### config.mk
export PLATFORM = sky130hd
export DESIGN_NAME = hjb_queue
export DESIGN_NICKNAME = d
export VERILOG_FILES = /design/src/rtl/core/hjb_pkg.sv /design/src/rtl/core/hjb_queue.sv
export SDC_FILE = /design/constraint.sdc
export NUM_CORES = 1
export LEC_CHECK = 0
export BUFFER_PORTS_ARGS = -buffer_cell sky130_fd_sc_hd__buf_2
export CAP_MARGIN = 25
export CORE_AREA = 5 5 94 96
export DETAILED_ROUTE_END_ITERATION = 6
export DIE_AREA = 0 0 99 101
export PLACE_DENSITY = 0.73
export SYNTH_ARGS = -nofsm -noshare
export SYNTH_HDL_FRONTEND = slang
export SYNTH_SLANG_ARGS = --single-unit
### constraint.sdc
create_clock -name clk -period 2.95 [get_ports clk]
set_clock_uncertainty 0.2 [all_clocks]
set_input_delay 0.4425 -clock clk [delete_from_list [all_inputs] [get_ports clk]]
set_output_delay 0.4425 -clock clk [all_outputs]
set_load 0.01 [all_outputs]
### src/rtl/core/hjb_pkg.sv
// Shared types, constants and codes of the joint histogram binner.
`timescale 1ns / 1ps
package hjb_pkg;

	localparam int MAX_BINS_X_DEF  = 256;
	localparam int MAX_BINS_Y_DEF  = 256;
	localparam int COUNT_WIDTH_DEF = 32;

	localparam int BINS_W       = 9;   // width of a bin count register
	localparam int QUO_W        = 9;   // quotient bits, nb - 1 < 2**9
	localparam int DIFF_W       = 33;  // difference of two Q16.16 values
	localparam int NUM_W        = DIFF_W + BINS_W;
	localparam int STORE_AW_MAX = 24;  // address bits carried in an entry
	localparam int CFG_IDX_W    = 3;
	localparam int CFG_DATA_W   = 32;

	typedef enum logic [1:0] {
		OP_ADD   = 2'd0,
		OP_READ  = 2'd1,
		OP_CLEAR = 2'd2,
		OP_NOP   = 2'd3
	} op_t;

	typedef enum logic [CFG_IDX_W-1:0] {
		REG_BINS_X    = 3'd0,
		REG_BINS_Y    = 3'd1,
		REG_X_MIN     = 3'd2,
		REG_X_MAX     = 3'd3,
		REG_Y_MIN     = 3'd4,
		REG_Y_MAX     = 3'd5,
		REG_SKIP_MASK = 3'd6
	} cfg_reg_t;

	typedef struct packed {
		logic [BINS_W-1:0] bins_x;
		logic [BINS_W-1:0] bins_y;
		logic signed [31:0] x_min;
		logic signed [31:0] x_max;
		logic signed [31:0] y_min;
		logic signed [31:0] y_max;
		logic [7:0]         skip_mask;
	} cfg_t;

	localparam cfg_t CFG_RESET = '{
		bins_x:    9'd256,
		bins_y:    9'd256,
		x_min:     32'sd0,
		x_max:     32'sd65536,
		y_min:     32'sd0,
		y_max:     32'sd65536,
		skip_mask: 8'd0
	};

	// one classified item on its way from front to back
	typedef struct packed {
		op_t                     op;
		logic [7:0]              bin_x;
		logic [7:0]              bin_y;
		logic                    inc;
		logic                    in_range;
		logic [STORE_AW_MAX-1:0] addr;
	} entry_t;

	typedef enum logic [2:0] {
		F_IDLE,
		F_SUB,
		F_MUL,
		F_DIV,
		F_IDX,
		F_PUSH
	} f_state_t;

	typedef enum logic [1:0] {
		B_INIT,
		B_IDLE,
		B_RMW,
		B_CLEAR
	} b_state_t;

	typedef struct packed {
		logic init_busy;
	} bstat_t;

endpackage

### src/rtl/core/hjb_queue.sv
// Two-entry queue between the classifying front and the store back end.
`timescale 1ns / 1ps
module hjb_queue (
	input  logic           clk,
	input  logic           arst_n,
	input  logic           push,
	input  hjb_pkg::entry_t din,
	input  logic           pop,
	output logic           valid,
	output logic           full,
	output hjb_pkg::entry_t dout
);
	import hjb_pkg::*;

	entry_t     slot_q [2];
	logic       rd_q;
	logic       wr_q;
	logic [1:0] cnt_q;

	always_ff @(posedge clk) begin
		if (push) begin
			slot_q[wr_q] <= din;
		end
	end

	always_ff @(posedge clk or negedge arst_n) begin
		if (!arst_n) begin
			rd_q  <= 1'b0;
			wr_q  <= 1'b0;
			cnt_q <= 2'd0;
		end else begin
			if (push) begin
				wr_q <= ~wr_q;
			end
			if (pop) begin
				rd_q <= ~rd_q;
			end
			if (push && !pop) begin
				cnt_q <= cnt_q + 2'd1;
			end else if (pop && !push) begin
				cnt_q <= cnt_q - 2'd1;
			end
		end
	end

	assign valid = (cnt_q != 2'd0);
	assign full  = (cnt_q == 2'd2);
	assign dout  = slot_q[rd_q];
endmodule

# Word level (Yosys, flattened, before mapping)
# Memory sizes are Yosys's and may differ from the RTL's.
# Index checks and enable logic that the tools add are counted.
[word_totals]
ff_bits = 4
ramBits = 88
memories = 1
[op_classes]
addsub = 2
n_eq_ne = 1
muxes = 4
n_bitwise = 2
n_reduce_logical = 6
[mem_list]
columns = ["name", "depth", "width", "read_ports", "rd_clocked_by_memory_dff", "wr", "line_no", "text"]
rows = [
  ["slot_q", 2, 44, 1, 0, 1, "hjb_queue.sv:15", "entry_t slot_q [2];"],
]
[op_table]
columns = ["operator", "n"]
rows = [
  ["$mux 2", 2],
  ["$reduce_bool 2->1", 2],
  ["$add 2x1->2 const B", 1],
  ["$eq 2x2->1 const B", 1],
  ["$logic_and 1x1->1", 2],
  ["$logic_not 1->1", 2],
  ["$mux 1", 2],
  ["$not 1->1", 2],
  ["$sub 2x1->2 const B", 1],
]

# Logic depth before layout (Yosys ltp)
[logic_depth]
word_depth = 4
mapped_depth = 5

# Worst setup path after synthesis
# Ideal clock, no wire load.
[synth_path]
kind = "input to register"
startpoint = "input push"
endpoint = "memory slot_q[0][0] (netlist bit), enable pin"
setup_time_ps = 451
arrival_time_ps = 2403
setup_slack_ps = -103
path_stages = 1
n_path_buf = 0
cell_sequence = "nor2b_1"
[synth_between]
elab_chain_cells = 2
[synth_rtl]
columns = ["element", "line_no", "text"]
rows = [
  ["start, declared", "hjb_queue.sv:6", "input logic push,"],
  ["$mux 1", "hjb_queue.sv:21", "if (push) begin"],
  ["$mux 1 (implied by the code)", "hjb_queue.sv:22", "slot_q[wr_q] <= din;"],
  ["end, declared", "hjb_queue.sv:15", ""],
]
# Every way passes these cells.

==> out/metrics.cfg <==
[run_status]
status=complete, no violations

[setup_path]
cp.required_ns=2.31
crit_path_start_kind=register
cp-end-kind=output pin
path_max_fanout=23
ff2ff_path_depth=2
crit_arrival_ns=1.61
crit_type=reg2out

[sta]
whs_ns=0.0808
rsz0062_at_grt=no
timing.final.hold_violations=0
slew_violations=0
fin_ws_ns=0.696
fin_crit_sh_pct=76.4
setup-violations-final=0
worstMarginPinSlew_ns=0.600
slew_headroom_pct=60.0
fin_setup_tns_ns=0
finalCriticalPeriod_ns=2.25
fmax_mhz=444

[placed_design]
placed_cells=350
pre_cts_slack_ns=1.05
gp_congestion=0.703
io_buffers=93
hpwl_mm=4.03

[floorplan]
die_h_um=101
rows=33
fp.dieArea_um2=10000
start_util_pct=44.7
core_area_um2=7970
pin_count=94
dieWidth_um=99

[power]
seqPwrFrac_pct=45.5
leakage_nw=1.76
switchingPower_mw=1.11
p_per_area_nw_per_um2=920
p_int_mw=2.88
ir_drop_uv=526
power_frac_comb_pct=33.0
power.total_mw=3.99
power.clock.fraction_pct=21.5
sw_frac_of_total_pct=27.8

[cts]
clkTransAtPathRegs_ns=0.09
cts.sinks=92
h-tree-depth=3
root_buffer=clkbuf_8
cts_resized=0
worst_skew_pair.late_latency_ns=0.34
cts_tree=done
clk_path_buf_depth=2
cts_made_buffers=9

[detailed_routing]
drc_errors=0
wirelength_mm=5.85
dr.pass1.iters=4
wire_per_inst_um=16.0
drt_iter0_markers=71
num_vias=1700
antenna_left=0
via_per_inst=4.64

[grt]
grt_max_degree=45
antenna_found_initial=0
grt_pass1_vias=1834
grt_overflow=0
grt_usage_pct=12.0
grt_pass1_wl_mm=8.92

[final_layout]
final_layout_size_suffix_gt1_share_pct=60.5
multi_input_area_um2=736
regArea_um2=2740
nets=306
instances_no_fill=366
area_delta_synth_final_pct=21.7
antenna_cells=0
nFillCells=634

[synth]
synth_area_um2=3560
ys_seq_area_share_pct=76.9
synth_nets=202
ys_seq_elements=92
yosysWarnings=0
synthCells=153
synth.distinct_cells=14
synth.avg_cell_area_um2=23.3

[job]
drv_cap=0

[min_path]
hold_depth=1
holdCritPathClass=in2reg

## stage by stage
step / instance area (um2) / util (%)
after floorplan: 3570 / -
after global placement: 4120 / 51.7
after detailed placement: 4120 / 51.7
after CTS: 4340 / 54.4
after global routing: 4340 / 54.4
final: 4340 / 54.4
## routing by layer
layer	vias to the layer above	global-route usage, %	part of all wire [%]
li1	801	-	-
met1	841	12.4	37
met2	52	21.0	55
met3	6	5.74	7.6
met4	0	4.41	0.72
met5	-	0	0
## registers in the layout (all words and copies together), names as in the netlist
register  count
cnt_q         2
rd_q          1
slot_q       88
wr_q          1
## synth_stat cells
| cell | number | area (um2) |
|---|---|---|
| nor2_1 | 1 | 3.75 |
| buf_12 | 4 | 80.1 |
| mux2_2 | 5 | 56.3 |
| xnor2_1 | 1 | 8.76 |
| edfxtp_1 | 88 | 2640 |
| inv_1 | 1 | 3.75 |
| nor2b_1 | 2 | 12.5 |
| ha_1 | 1 | 12.5 |
| buf_6 | 1 | 11.3 |
| xor2_1 | 4 | 35.0 |
| dfrtp_1 | 4 | 100 |
| and2_1 | 1 | 6.26 |
| or2_2 | 1 | 6.26 |
| mux2_4 | 39 | 586 |
## timing repair
action                    in CTS  in global routing
hold endpoints to repair       4                  0
hold buffers                   1                  0
setup buffers                  0                  0
## worst paths after layout
path / end / slack [ns] / start
setup / recovery: dout[38] / 0.70 / rd_q
hold / removal: slot_q[0][17] / 0.08 / din[17]
setup reg to reg: slot_q[1][35] / 1.27 / wr_q
hold reg to reg: cnt_q[1] / 0.28 / cnt_q[1]
max in group asynchronous: rd_q / 2.19 / arst_n
min in group asynchronous: rd_q / 0.22 / arst_n
## layout by cell type, fill, tap and decap left out, drive strengths merged, types with 2 or more instances in the layout
master | synthesis | final
mux2 | 44 | 44
bufinv | 0 | 2
clkinv | 0 | 3
buf | 5 | 97
dfrtp | 4 | 4
xor2 | 4 | 4
edfxtp | 88 | 88
clkbuf | 0 | 9
nor2b | 2 | 2
## critical path, stage by stage, from the launching register on
cell and delay, ns:
dfrtp_2 0.36, buf_4 0.36, mux2_2 0.40, buf_2 0.14
## layout make-up
type,instances,area share [%]
Inverter,1,0.0866
Tap cell,105,3.03
Clock inverter,6,1.85
Clock buffer,9,2.86
Multi-Input combinational cell,55,17.0
Sequential cell,92,63.3
Timing Repair Buffer,98,11.9
## power groups by stage
stage | registers (mW) | clock network (mW) | logic [mW]
2_1_floorplan | 1.83 | 0 | 1.02
3_3_place_gp | 1.83 | 0 | 1.34
3_5_place_dp | 1.85 | 0 | 1.34
4_1_cts | 1.82 | 0.883 | 1.35
5_1_grt | 1.84 | 0.956 | 1.41
6_report | 1.82 | 0.858 | 1.31
## cells by family (layout without fill, tap and decap cells)
group,after synthesis,after routing,share of synthesized area (%)
DFF,92,92,76.9
muxes,44,44,18.0
buffers and inverters,6,114,2.67
xor gates and xnor gates,5,5,1.23
and+or+nand+nor,5,5,0.807
adders and majority gates,1,1,0.351
No activity file was read; power rests on OpenSTA's default activity.
