`src/rtl/core/hjb_pkg.sv`:
```
// Shared types, constants and codes of the joint histogram binner.
`timescale 1ns / 1ps
package hjb_pkg;

	localparam int MAX_BINS_X_DEF  = 256;
	localparam int MAX_BINS_Y_DEF  = 256;
	localparam int COUNT_WIDTH_DEF = 32;

	localparam int BINS_W       = 9;   // width of a bin count register
	localparam int QUO_W        = 9;   // quotient bits, nb - 1 < 2**9
	localparam int DIFF_W       = 33;  // difference of two Q16.16 values
	localparam int NUM_W        = DIFF_W + BINS_W;
	localparam int STORE_AW_MAX = 24;  // address bits carried in an entry
	localparam int CFG_IDX_W    = 3;
	localparam int CFG_DATA_W   = 32;

	typedef enum logic [1:0] {
		OP_ADD   = 2'd0,
		OP_READ  = 2'd1,
		OP_CLEAR = 2'd2,
		OP_NOP   = 2'd3
	} op_t;

	typedef enum logic [CFG_IDX_W-1:0] {
		REG_BINS_X    = 3'd0,
		REG_BINS_Y    = 3'd1,
		REG_X_MIN     = 3'd2,
		REG_X_MAX     = 3'd3,
		REG_Y_MIN     = 3'd4,
		REG_Y_MAX     = 3'd5,
		REG_SKIP_MASK = 3'd6
	} cfg_reg_t;

	typedef struct packed {
		logic [BINS_W-1:0] bins_x;
		logic [BINS_W-1:0] bins_y;
		logic signed [31:0] x_min;
		logic signed [31:0] x_max;
		logic signed [31:0] y_min;
		logic signed [31:0] y_max;
		logic [7:0]         skip_mask;
	} cfg_t;

	localparam cfg_t CFG_RESET = '{
		bins_x:    9'd256,
		bins_y:    9'd256,
		x_min:     32'sd0,
		x_max:     32'sd65536,
		y_min:     32'sd0,
		y_max:     32'sd65536,
		skip_mask: 8'd0
	};

	// one classified item on its way from front to back
	typedef struct packed {
		op_t                     op;
		logic [7:0]              bin_x;
		logic [7:0]              bin_y;
		logic                    inc;
		logic                    in_range;
		logic [STORE_AW_MAX-1:0] addr;
	} entry_t;

	typedef enum logic [2:0] {
		F_IDLE,
		F_SUB,
		F_MUL,
		F_DIV,
		F_IDX,
		F_PUSH
	} f_state_t;

	typedef enum logic [1:0] {
		B_INIT,
		B_IDLE,
		B_RMW,
		B_CLEAR
	} b_state_t;

	typedef struct packed {
		logic init_busy;
	} bstat_t;

endpackage

```
`src/rtl/core/hjb_in_if.sv`:
```
// Input channel of the joint histogram binner.
`timescale 1ns / 1ps
interface hjb_in_if;
	logic               valid;
	logic               ready;
	logic [1:0]         operation;
	logic signed [31:0] value_x;
	logic signed [31:0] value_y;
	logic [7:0]         ghost_flags;
	logic [15:0]        bin_index;

	modport source(output valid, operation, value_x, value_y, ghost_flags, bin_index,
		input ready);
	modport sink(input valid, operation, value_x, value_y, ghost_flags, bin_index,
		output ready);
endinterface

```
`src/rtl/core/hjb_front.sv`:
```
// Front end: accepts items, bins samples with a restoring divider per axis.
`timescale 1ns / 1ps
module hjb_front #(
	parameter int MAX_BINS_X = hjb_pkg::MAX_BINS_X_DEF,
	parameter int MAX_BINS_Y = hjb_pkg::MAX_BINS_Y_DEF
) (
	input  logic           clk,
	input  logic           arst_n,
	input  hjb_pkg::cfg_t  cfg,
	input  hjb_pkg::bstat_t bstat,
	hjb_in_if.sink         sample_in,
	input  logic           q_full,
	output logic           q_push,
	output hjb_pkg::entry_t q_din
);
	import hjb_pkg::*;

	localparam int DEPTH  = MAX_BINS_X * MAX_BINS_Y;
	localparam int STEP_W = $clog2(QUO_W);

	f_state_t state_q, state_nx;

	logic signed [31:0] vx_q, vy_q;
	logic [7:0]         flags_q;
	entry_t             ent_q;
	logic [STEP_W-1:0]  step_q;

	logic [DIFF_W-1:0] d_q    [2];
	logic [DIFF_W-1:0] rng_q  [2];
	logic              zero_q [2];
	logic              top_q  [2];
	logic [NUM_W-1:0]  rem_q  [2];
	logic [QUO_W-1:0]  quo_q  [2];

	logic [BINS_W-1:0] nb   [2];
	logic [BINS_W-1:0] nbm1 [2];
	logic signed [DIFF_W-1:0] rng_s [2];
	logic signed [DIFF_W-1:0] d_s   [2];
	logic [NUM_W-1:0]  div_sh [2];
	logic [BINS_W-1:0] bin_f  [2];
	logic [2*BINS_W-1:0] flat;
	logic accept;

	// bin count registers: zero counts as one, large values cap at the grid size
	always_comb begin
		if (cfg.bins_x == '0) begin
			nb[0] = BINS_W'(1);
		end else if (32'(cfg.bins_x) > MAX_BINS_X) begin
			nb[0] = BINS_W'(MAX_BINS_X);
		end else begin
			nb[0] = cfg.bins_x;
		end
		if (cfg.bins_y == '0) begin
			nb[1] = BINS_W'(1);
		end else if (32'(cfg.bins_y) > MAX_BINS_Y) begin
			nb[1] = BINS_W'(MAX_BINS_Y);
		end else begin
			nb[1] = cfg.bins_y;
		end
		nbm1[0] = nb[0] - BINS_W'(1);
		nbm1[1] = nb[1] - BINS_W'(1);
	end

	always_comb begin
		rng_s[0] = {cfg.x_max[31], cfg.x_max} - {cfg.x_min[31], cfg.x_min};
		rng_s[1] = {cfg.y_max[31], cfg.y_max} - {cfg.y_min[31], cfg.y_min};
		d_s[0]   = {vx_q[31], vx_q} - {cfg.x_min[31], cfg.x_min};
		d_s[1]   = {vy_q[31], vy_q} - {cfg.y_min[31], cfg.y_min};
		for (int k = 0; k < 2; k++) begin
			div_sh[k] = {{BINS_W{1'b0}}, rng_q[k]} << step_q;
			if (zero_q[k]) begin
				bin_f[k] = '0;
			end else if (top_q[k]) begin
				bin_f[k] = nbm1[k];
			end else begin
				bin_f[k] = quo_q[k];
			end
		end
		flat = ({{BINS_W{1'b0}}, bin_f[1]} * {{BINS_W{1'b0}}, nb[0]})
			+ {{BINS_W{1'b0}}, bin_f[0]};
	end

	always_comb begin
		state_nx = state_q;
		case (state_q)
			F_IDLE: begin
				if (accept) begin
					state_nx = (op_t'(sample_in.operation) == OP_ADD) ? F_SUB : F_PUSH;
				end
			end
			F_SUB:  state_nx = F_MUL;
			F_MUL:  state_nx = F_DIV;
			F_DIV: begin
				if (step_q == '0) begin
					state_nx = F_IDX;
				end
			end
			F_IDX:  state_nx = F_PUSH;
			F_PUSH: begin
				if (!q_full) begin
					state_nx = F_IDLE;
				end
			end
			default: state_nx = F_IDLE;
		endcase
	end

	always_comb begin
		sample_in.ready = (state_q == F_IDLE) && !bstat.init_busy;
		q_push          = (state_q == F_PUSH) && !q_full;
	end

	assign accept = sample_in.valid && sample_in.ready;
	assign q_din  = ent_q;

	always_ff @(posedge clk or negedge arst_n) begin
		if (!arst_n) begin
			state_q <= F_IDLE;
		end else begin
			state_q <= state_nx;
		end
	end

	always_ff @(posedge clk) begin
		case (state_q)
			F_IDLE: begin
				if (accept) begin
					vx_q          <= sample_in.value_x;
					vy_q          <= sample_in.value_y;
					flags_q       <= sample_in.ghost_flags;
					ent_q.op      <= op_t'(sample_in.operation);
					ent_q.bin_x   <= '0;
					ent_q.bin_y   <= '0;
					ent_q.inc     <= 1'b0;
					ent_q.in_range <= ({16'd0, sample_in.bin_index} < 32'(DEPTH));
					ent_q.addr    <= STORE_AW_MAX'(sample_in.bin_index);
				end
			end
			F_SUB: begin
				for (int k = 0; k < 2; k++) begin
					d_q[k]    <= d_s[k];
					rng_q[k]  <= rng_s[k];
					zero_q[k] <= (rng_s[k] <= 0) || (d_s[k] <= 0);
					top_q[k]  <= (d_s[k] >= rng_s[k]);
				end
			end
			F_MUL: begin
				for (int k = 0; k < 2; k++) begin
					rem_q[k] <= {{BINS_W{1'b0}}, d_q[k]} * {{DIFF_W{1'b0}}, nbm1[k]};
					quo_q[k] <= '0;
				end
				step_q <= STEP_W'(QUO_W - 1);
			end
			F_DIV: begin
				// one quotient bit per cycle, most significant first
				for (int k = 0; k < 2; k++) begin
					if (rem_q[k] >= div_sh[k]) begin
						rem_q[k]         <= rem_q[k] - div_sh[k];
						quo_q[k][step_q] <= 1'b1;
					end
				end
				step_q <= step_q - STEP_W'(1);
			end
			F_IDX: begin
				ent_q.bin_x    <= bin_f[0][7:0];
				ent_q.bin_y    <= bin_f[1][7:0];
				ent_q.inc      <= ((flags_q & cfg.skip_mask) == 8'd0);
				ent_q.in_range <= 1'b1;
				ent_q.addr     <= STORE_AW_MAX'(flat);
			end
			default: ;
		endcase
	end
endmodule

```
`src/flat_wrapper.sv`:
```
// flat-port wrapper written by rule: the top's interface ports become plain ports
module hjb_front_flat import hjb_pkg::*;
#(
	parameter int MAX_BINS_X = hjb_pkg::MAX_BINS_X_DEF,
	parameter int MAX_BINS_Y = hjb_pkg::MAX_BINS_Y_DEF
)
  (clk, arst_n, cfg, bstat, q_full, q_push, q_din, sample_in_valid, sample_in_operation, sample_in_value_x, sample_in_value_y, sample_in_ghost_flags, sample_in_bin_index, sample_in_ready);
  hjb_in_if sample_in_i ();
  input  logic clk;
  input  logic arst_n;
  input  hjb_pkg::cfg_t cfg;
  input  hjb_pkg::bstat_t bstat;
  input  logic q_full;
  output logic q_push;
  output hjb_pkg::entry_t q_din;
  input wire logic [$bits(sample_in_i.valid)-1:0] sample_in_valid;
  input wire logic [$bits(sample_in_i.operation)-1:0] sample_in_operation;
  input wire logic [$bits(sample_in_i.value_x)-1:0] sample_in_value_x;
  input wire logic [$bits(sample_in_i.value_y)-1:0] sample_in_value_y;
  input wire logic [$bits(sample_in_i.ghost_flags)-1:0] sample_in_ghost_flags;
  input wire logic [$bits(sample_in_i.bin_index)-1:0] sample_in_bin_index;
  output wire logic [$bits(sample_in_i.ready)-1:0] sample_in_ready;
  assign sample_in_i.valid = sample_in_valid;
  assign sample_in_i.operation = sample_in_operation;
  assign sample_in_i.value_x = sample_in_value_x;
  assign sample_in_i.value_y = sample_in_value_y;
  assign sample_in_i.ghost_flags = sample_in_ghost_flags;
  assign sample_in_i.bin_index = sample_in_bin_index;
  assign sample_in_ready = sample_in_i.ready;
  hjb_front #(.MAX_BINS_X(MAX_BINS_X), .MAX_BINS_Y(MAX_BINS_Y)) u_core (.clk(clk), .arst_n(arst_n), .cfg(cfg), .bstat(bstat), .sample_in(sample_in_i), .q_full(q_full), .q_push(q_push), .q_din(q_din));
endmodule
```
`config.mk`:
```
export PLATFORM = sky130hd
export DESIGN_NAME = hjb_front_flat
export DESIGN_NICKNAME = d
export VERILOG_FILES = /design/src/rtl/core/hjb_pkg.sv /design/src/rtl/core/hjb_in_if.sv /design/src/rtl/core/hjb_front.sv /design/src/flat_wrapper.sv
export SDC_FILE = /design/constraint.sdc
export NUM_CORES = 2
export LEC_CHECK = 0
export BUFFER_PORTS_ARGS = -buffer_cell sky130_fd_sc_hd__buf_2
export CAP_MARGIN = 25
export CORE_MARGIN = 2
export CORE_UTILIZATION = 60
export DETAILED_ROUTE_END_ITERATION = 10
export PLACE_DENSITY = 0.81
export SLEW_MARGIN = 20
export SYNTH_ARGS = -nofsm -noshare
export SYNTH_HDL_FRONTEND = slang
export SYNTH_SLANG_ARGS = --single-unit
```
`constraint.sdc`:
```
create_clock -name clk -period 8.6 [get_ports clk]
set_clock_uncertainty 0.2 [all_clocks]
set_input_delay 1.72 -clock clk [delete_from_list [all_inputs] [get_ports clk]]
set_output_delay 1.72 -clock clk [all_outputs]
set_load 0.01 [all_outputs]
```
# Word level (Yosys, flattened, before mapping)
# Memory sizes are Yosys's and may differ from the RTL's.
# Index checks and enable logic that the tools add are counted.
# word_totals
mem_bits_rw,238
reg_bits,123
elab_cells,142
input_bits,249
memories,6
# op_classes
reduce_logical,19
eq_ne,8
shift,2
n_addsub,10
bitwise,21
n_mul,3
n_mux,50
n_lt_le_gt_ge,12
# memory_table
name,words,width,rd,rd_clocked_by_memory_dff,write_ports,line,source
u_core.rem_q,2,42,2,0,2,hjb_front.sv:32,logic [NUM_W-1:0] rem_q [2];
u_core.d_q,2,33,2,0,2,hjb_front.sv:28,logic [DIFF_W-1:0] d_q [2];
u_core.rng_q,2,33,2,0,2,hjb_front.sv:29,logic [DIFF_W-1:0] rng_q [2];
u_core.quo_q,2,9,2,0,2,hjb_front.sv:33,logic [QUO_W-1:0] quo_q [2];
u_core.top_q,2,1,2,0,2,hjb_front.sv:31,logic top_q [2];
u_core.zero_q,2,1,2,0,2,hjb_front.sv:30,logic zero_q [2];
# op_table
cell,count
<= comparator 33 x 1 -> 1 bit (second input constant),4
subtractor 32 x 32 -> 33 bit,4
2-to-1 mux 42 bit,3
2-to-1 mux 9 bit,10
greater-or-equal comparator 42 bit,2
multiplier 33 x 9 -> 42 bit,2
one-hot mux 42 bit (2 select lines),1
left shift 33 x 4 -> 42 bit,2
subtractor 42 bit,2
greater-or-equal comparator 33 bit,2
2-to-1 mux 1 bit,29
OR 1 bit,20
adder 18 x 9 -> 18 bit,1
> comparator 9 bit (second input constant),2
logical NOT 9 bit,2
multiplier 9 x 9 -> 18 bit,1
one-hot mux 3 bit (6 select lines),1
subtractor 9 x 1 -> 9 bit (second input constant),2
2-to-1 mux 3 bit,4
bitwise AND 8 bit,1
logical NOT 8 bit,1
one-hot mux 4 bit (2 select lines),1
== test 3 x 2 -> 1 bit (second input constant),2
== test 3 bit (second input constant),2
16 further kinds,24

# Longest topological paths before layout
# logic_depth
depth_word,9
depth_mapped,31

# Least setup slack after synthesis
# No wires, ideal clock.
# synth_timing
path_type,input to register
start,input cfg[153] (netlist name)
end,memory u_core.rem_q[0][41] (netlist name) (data pin)
arrival_ns,8.041
path_buffers,3
required_ns,8.126
path_slack_ns,0.085
stages,27
path_cell_list,clkbuf_1 -> nor2_1 -> inv_2 -> buf_1 -> ha_1 -> nand3_1 -> or3_1 -> xnor2_1 -> clkbuf_1 -> and2_1 -> fa_1 -> fa_1 -> fa_1 -> inv_1 -> fa_1 -> inv_1 -> ha_1 -> and3_1 -> o2111a_1 -> o21ai_0 -> o211ai_1 -> a211oi_1 -> o21bai_1 -> nand4_1 -> a211oi_1 -> mux2i_1 -> o31ai_1
# synth_lines
item,line,source
start: declaration,flat_wrapper.sv:11,input hjb_pkg::cfg_t cfg;
end: declaration,hjb_front.sv:32,

==> metrics <==
launch point of the worst reg-to-reg path u_core.step_q[0]; cells on worst reg2reg path 18; number of warnings printed during yosys synthesis 0; sequential-to-total area share from yosys stat between 20% and 30%; post-synthesis cell type with the largest combined area edfxtp_1; antenna diode count 0; Final setup violation count 0; number of remaining DRC errors 0; Cells after Synth 5616; Clock H-tree levels 2; worst setup margin 364 ps; total vias in the final route roughly 43000; required time reported for the critical path endpoint 8740 ps; FMAX 121 MHz; RePlAce Congestion between 0.9 and 1; worst relative slew slack 34.4%; Critical Path Max Stage Delay 560 ps; leading cell types by total area after synthesis edfxtp_1 (21%), fa_1 (20%), ha_1 (11%); max-slew violation count 0; initial cell density of the core 60.4%; floorplan die height 294 um; number of standard cells in the final layout excluding fillers 7056; library cell appearing most often on the critical path fa_1; clk_lat worst skew 630 ps; number of hold violations in the final report 0; via count of the first global-routing pass around 42000; share of post-route cells with drive strength above 1 10.9%; Worst Hold Class register to register; EDFF count, synth 351; number of gates resized after cts 0; die outline area 86300 um2; DP HPWL 113 mm; first-pass GRT wire length 223 mm; number of setup buffers added after CTS 0; Row Count 106; Post-Place Setup Slack -132 ps; category of the worst setup path capture point register; top_reg_cell synth edfxtp_1; count of nets left with antenna violations after detail routing 0; total number of cells along the worst setup path 30; fraction of the core area covered by cells at the end of the flow 66.6%; instance count after placement with tap cells included about 7000; destination of the worst register-to-register timing path u_core.rem_q[0][24]; antenna violations before repair 3; classification of the worst setup path input pin to register; clock-pin slew of the registers on the worst-case setup and hold paths 70 ps; horizontal die dimension 294 um; largest net degree at the start of global routing 83; clock buffer count from CTS 45; beginning of the critical path cfg[149]; setup repair after global routing missed its margin false; total wirelength of the detailed-routed design 140 mm; top-level I/O count 295; Vias/cell 6.03; number of detailed-routing iterations run before antenna repair 6; Max stage delay cell, worst path fa_1; number of max-capacitance violations reported 0; Worst-Margin Slew a little under 1000 ps; launching element type of the critical path input pin; post-route clock period utilization 95.8%; worst setup path endpoint u_core.rem_q[0][39]; Area Growth Syn to Fin 10.3%; ys async rst share 0.847%; post-synthesis area per instance 8.97 um2; most common library cells after synthesis inv_1 (804), nand2_1 (545), fa_1 (497); post-synth cell types 84; DR iter-0 viols 3621; Tot GR Track Use around 33%; CTS Buffer Depth 3; Worst Path Buf+Inv 7; core area 83400 um2; flops & latches, synth 354; number of port buffers 287; clock sink count 354; TritonCTS clock tree done; total of hold buffers inserted after clock tree synthesis 0; clock root buffer master clkbuf_16; total standard cell area after synthesis 50400 um2; outcome complete, no violations; wire length per cell 19.8 um; top cell type's share of synthesized area 20.9%; data arrival time at the worst-slack endpoint 8380 ps; crit path max fanout 22; most numerous cell in the Yosys netlist inv_1; Final Net Count 7146; remaining global-route overflow 0; clock period minus final worst setup slack 8240 ps; worst reg2reg setup slack between 1000 and 1500 ps; Top delay family on crit path adder cells
layout by cell type, fill, tap and decap left out, types with 12 or more instances in the layout:
cell / instances
o311ai_0: 13
edfxtp_1: 351
nand2b_1: 125
clkbuf_16: 46
nor2b_1: 125
mux2i_1: 74
and3_1: 35
xnor2_1: 127
a2111oi_0: 18
buf_2: 287
a21oi_1: 323
mux2_2: 23
a41oi_1: 12
nand4_1: 41
o31ai_1: 21
o211ai_1: 26
xor2_1: 111
nand3_1: 85
a31oi_1: 29
fa_1: 497
nor2_1: 268
or2_2: 30
o21ai_0: 273
ha_1: 461
nand2_1: 545
o21a_1: 48
o21bai_1: 52
a221oi_1: 13
a21o_1: 154
and2_1: 327
mux4_2: 30
buf_4: 146
inv_1: 803
a211o_1: 13
or3_1: 40
nor4_1: 27
a211oi_1: 43
nor3_1: 84
buf_12: 12
metal layers:
layer / GRT usage, % / wire length [um] / up-vias
li1: - / - / 19700
met1: 43.1 / 57100 / 20600
met2: 54.1 / 65400 / 1895
met3: 5.84 / 12500 / 344
met4: 11.0 / 5090 / 2
met5: 0 / 13 / -
cell families (layout without fill, tap and decap cells):
kind of cell | count (synthesis) | count (layout) | share of synthesized area, %
simple gates | 1774 | 1774 | 17.7
compound gates | 1174 | 1174 | 15.0
buf+inv | 983 | 1338 | 7.39
fa+ha+maj | 958 | 958 | 31.2
flops | 354 | 354 | 21.1
xor+xnor | 244 | 244 | 4.24
mux | 127 | 127 | 3.33
other cells | 2 | 7 | 0.0149
stage by stage:
step,setup TNS [ps],cell area (um2),hold slack [ps]
finish,0,55600,353
global route,0,55600,409
CTS,0,55500,344
detailed placement,-439,53900,339
global placement,0,53900,343
floorplan,0,50400,301
cell type report:
cell class | count | area (um2)
clock inverters | 32 | 435
fillers | 6656 | 27900
inverters | 809 | 3040
repair buffers | 445 | 2770
clock buffers | 52 | 1190
well taps | 1080 | 1350
multi-input cells | 4284 | 36100
flip-flops and latches | 354 | 10600
worst min-delay path by stage:
stage,from,cells after the start,endpoint
3_5_place_dp,u_core.state_q[2],1,u_core.state_q[1]
5_1_grt,u_core.state_q[2],1,u_core.state_q[1]
3_3_place_gp,u_core.state_q[2],1,u_core.state_q[1]
4_1_cts,u_core.state_q[2],1,u_core.state_q[1]
2_1_floorplan,u_core.state_q[2],1,u_core.state_q[1]
6_report,u_core.state_q[2],1,u_core.state_q[1]
state kept, by name, summed over array words and instances, names as in the netlist:
| name | count |
|---|---|
| u_core.q_din | 37 |
| u_core.flags_q | 8 |
| u_core.zero_q | 2 |
| u_core.vy_q | 32 |
| u_core.rem_q | 84 |
| u_core.d_q | 66 |
| u_core.state_q | 3 |
| u_core.vx_q | 32 |
| u_core.step_q | 4 |
| u_core.rng_q | 66 |
| u_core.quo_q | 18 |
| u_core.top_q | 2 |
Power is left out: the tool's default activity adds up to more than one toggle a clock period on the data nets, which glitch-free logic cannot reach.
